`src/rtl/dspi_ram.sv`:
```
// Generic single write port, single read port RAM with registered read data.
module dspi_ram #(
  parameter int WIDTH = 8,
  parameter int DEPTH = 16,
  localparam int AW = (DEPTH > 1) ? $clog2(DEPTH) : 1
) (
  input  logic             clk_i,
  input  logic             we_i,
  input  logic [AW-1:0]    waddr_i,
  input  logic [WIDTH-1:0] wdata_i,
  input  logic             re_i,
  input  logic [AW-1:0]    raddr_i,
  output logic [WIDTH-1:0] rdata_o
);

  logic [WIDTH-1:0] mem_q [DEPTH];
  logic [WIDTH-1:0] rdata_q;

  // Write and registered read
  always_ff @(posedge clk_i) begin
    if (we_i) begin
      mem_q[waddr_i] <= wdata_i;
    end
    if (re_i) begin
      rdata_q <= mem_q[raddr_i];
    end
  end

  assign rdata_o = rdata_q;

endmodule

```
`config.mk`:
```
export PLATFORM = sky130hd
export DESIGN_NAME = dspi_ram
export DESIGN_NICKNAME = d
export VERILOG_FILES = /design/src/rtl/dspi_ram.sv
export SDC_FILE = /design/constraint.sdc
export NUM_CORES = 1
export LEC_CHECK = 0
export ABC_AREA = 1
export BUFFER_PORTS_ARGS = -buffer_cell sky130_fd_sc_hd__buf_2
export CAP_MARGIN = 40
export CORE_ASPECT_RATIO = 2
export CORE_MARGIN = 2
export CORE_UTILIZATION = 50
export DETAILED_ROUTE_END_ITERATION = 8
export GPL_ROUTABILITY_DRIVEN = 0
export PLACE_DENSITY_LB_ADDON = 0.15
export SETUP_SLACK_MARGIN = 0.05
export SLEW_MARGIN = 20
export SYNTH_ARGS = -nofsm -noshare
export SYNTH_HDL_FRONTEND = slang
export SYNTH_SLANG_ARGS = --single-unit
```
`constraint.sdc`:
```
create_clock -name clk_i -period 3.1 [get_ports clk_i]
set_input_delay 0.62 -clock clk_i [delete_from_list [all_inputs] [get_ports clk_i]]
set_output_delay 0.62 -clock clk_i [all_outputs]
set_load 0.02 [all_outputs]
```
# Word level (Yosys, flattened, before mapping)
# Memory sizes are Yosys's and may differ from the RTL's. A register that Yosys moved wholly into a read port is not among the register bits.
# Cells that the tools add are included.
[word_totals] register_bits=0 mem_bits_rw=128 input_bits=19 out_inout_bits=8 wordCells=3 n_memories=1
[op_classes] n_mux=2
[memory_table] name="mem_q" words=16 word_bits=8 read_ports=1 rd_ports_with_merged_regs=1 write_ports=1 line="16" text="logic [WIDTH-1:0] mem_q [DEPTH];"
[op_table] op="1-bit 2-to-1 mux" n=2

# Longest topological paths before layout
[logic_depth] word_depth=2 depth_mapped=8 mapped_depth_nobuf=7

# Worst setup path before layout
# No wires, ideal clock.
[synth_path] path_type="input -> register" startpoint="input waddr_i[2]" endpoint="memory mem_q[10][0], enable pin" setup_ps=370 t_arrival_ps=1201 required_ps=2730 setup_slack_ps=1529 stages=2 path_buffers=0 path_cell_list="nand3b_1 > nor2_1"
[synth_lines] item="start: declaration" line="9" text="input logic [AW-1:0] waddr_i,"
[synth_lines] item="end: declaration" line="16"
# No word-level cell before the write port.

==> results.json <==
{
  "cp-end-kind": "flop",
  "fin_skew_ns": 0.00752,
  "die_area_um2": 12600,
  "grt_max_degree": 65,
  "critPathLaunchType": "input pin",
  "finalCritPeriodShare_pct": 62.6,
  "netlist_top_cells_area": "edfxtp_1 70%, nand2_1 11%, nand3_1 8.3%, inv_1 6.4%, buf_6 1.2%",
  "power_frac_clock_pct": 46.0,
  "p_leak_nw": 2.87,
  "seq_power_share_pct": 48.4,
  "holdCritPathClass": "in2reg",
  "nNetsFinal": 603,
  "max_stage_delay_ns": 0.51,
  "slew_headroom_pct": 46.1,
  "synth_top_area_share_pct": 69.8,
  "core_um2": 11400,
  "post-route-drc-count": 0,
  "cts_inserted_buffers": 17,
  "power.density_nw_per_um2": 645,
  "grt_pass1_wl_mm": 19.4,
  "peakVddDrop_uv": 520,
  "fmax_mhz": 515,
  "multi_input_area_um2": 1210,
  "power.internal_mw": 3.39,
  "diodes": 0,
  "insertion_delay_ns": 0.42,
  "synth_flop_cell": "edfxtp_1",
  "path_clk_slew_ns": 0.06,
  "cts_resized": 0,
  "rows": 55,
  "crit_path_max_fanout": 33,
  "status": "finished, final reports clean",
  "synth_area_um2": 5850,
  "hpwl_mm": 8.03,
  "ctsHtreeMaxLevel": 4,
  "ios": 27,
  "crit_path_cell_trace": "buf_2 > inv_2 > nand3_1 > nand3_1 > nand3_1 > nand2_1",
  "drive_gt1_share_pct": 11.6,
  "ys_warn_count": 0,
  "clockBufferDepth": 2,
  "overflow": 0,
  "synth-async-reset-ratio_pct": 0,
  "synthMostInstantiatedCell": "nand2_1",
  "drt_wl_total_mm": 12.5,
  "fin_crit_ns": 1.94,
  "arrival_ns": 2.11,
  "antenna_found_initial": 0,
  "initial_utilization_pct": 51.5,
  "portBuffers": 26,
  "die_h_um": 157,
  "vias": 3784,
  "cts_root_buf": "clkbuf_16",
  "worstPathBufferInverterCount": 2,
  "rsz0062_at_grt": "no",
  "grt_pass1_vias": 3687,
  "pwr-share-comb_pct": 5.6,
  "critPathSlowestCell": "buf_2",
  "sw_frac_of_total_pct": 21.2,
  "synth.distinct_cells": 11,
  "tns_ns": 0,
  "worstMarginPinSlew_ns": 0.806,
  "cts_sinks": 136,
  "ff_latch_area_um2": 4080,
  "synth_edf_count": 136,
  "die_width_um": 80.5,
  "drt_first_pass_iters": 5,
  "required_ns": 3.26,
  "yosysSeqAreaShare_pct": 69.8,
  "slew_violations": 0,
  "yosysTopAreaCell": "edfxtp_1",
  "synth.avg_cell_area_um2": 10.6,
  "cap_viol_max_count": 0,
  "crit_family": "buffers and inverters",
  "cts_hold_buf": 0,
  "fillers": 943,
  "ant_nets": 0,
  "fin_total_pwr_mw": 4.31,
  "initialDrtViolationCount": 295,
  "cpMostUsedCell": "nand3_1",
  "hold_viol": 0,
  "syn-instance-count": 551,
  "post_drt_wl_per_cell_um": 17.0,
  "viasPerCell": 5.13,
  "synth_fp_nets": 570,
  "critPathKind": "in2reg",
  "cts_tree": "built",
  "syn2layout_area_growth_pct": 14.2,
  "grtUsageTotal_pct": 21.6,
  "dpl.cell_count": 704,
  "cts_setup_buffers": 0,
  "final_cells": 738,
  "setup_viol": 0,
  "synthTopCellsByCount": "173 x nand2_1, 136 x edfxtp_1, 100 x inv_1",
  "p_sw_mw": 0.914,
  "synth-seq-cells": 136
}
==> final cells by class <==
type                            count  area share (%)
Timing Repair Buffer               38            3.49
Inverter                          102            5.73
Sequential cell                   136            61.2
Clock buffer                       18            6.43
Tap cell                          142            2.66
Clock inverter                     13            2.34
Multi-Input combinational cell    289            18.2
==> sequential cells by signal (all words and copies together) (netlist names) <==
name and count:
rdata_o 8, mem_q 128
==> cell usage in the layout, fill, tap and decap left out, types with 3 or more instances in the layout <==
master / instances
bufinv_16: 3
buf_4: 11
nand3_1: 97
edfxtp_1: 136
clkinv_2: 3
nor2_1: 17
inv_1: 100
clkinvlp_4: 4
clkbuf_16: 17
nand2_1: 173
buf_2: 26
==> path summary, 6_finish.rpt <==
| kind | to | cells past startpoint | slack [ns] | startpoint |
|---|---|---|---|---|
| hold reg to reg | rdata_o[7]$_DFFE_PP_ | 6 | 0.74 | mem_q[11][7]$_DFFE_PP_ |
| setup reg to reg | rdata_o[3]$_DFFE_PP_ | 6 | 1.98 | mem_q[0][3]$_DFFE_PP_ |
| hold / removal | rdata_o[4]$_DFFE_PP_ | 1 | 0.58 | re_i |
| setup / recovery | rdata_o[0]$_DFFE_PP_ | 6 | 1.16 | raddr_i[1] |
==> power groups by stage <==
stage	clock network (mW)	registers (mW)	logic, mW
floorplan	0	2.13	0.145
finish	1.98	2.08	0.242
CTS	2.00	2.08	0.244
global placement	0	2.12	0.238
detailed placement	0	2.12	0.242
global route	2.08	2.09	0.272
==> stage by stage <==
stage | util (%) | instance area (um2) | setup WS, ns | hold WS, ns
2_1_floorplan | - | 5850 | 1.53 | 0.683
3_3_place_gp | 53.2 | 6050 | 0.753 | 0.722
3_5_place_dp | 53.4 | 6070 | 0.740 | 0.727
4_1_cts | 58.6 | 6650 | 1.14 | 0.572
5_1_grt | 58.8 | 6680 | 1.04 | 0.570
6_report | 58.8 | 6680 | 1.16 | 0.580
==> cells by family after synthesis <==
group                  count (synthesis)  share of synthesized area (%)
flip-flops                           136                           69.8
buffers and inverters                126                           9.39
AND/OR/NAND/NOR                      289                           20.8
==> routing by layer <==
metal	wire, um	GRT usage [%]	vias up
li1	-	-	1846
met1	4770	25.0	1791
met2	6840	37.5	125
met3	622	4.82	22
met4	297	10.1	0
met5	0	0	-
==> worst reg2reg max path: cells and delay by family (launching register included) <==
family	cells	cell delay, ns
buffers and inverters	1	0.06
and+or+nand+nor	5	0.43
DFF	1	0.38
(Power assumes the default switching activity.)
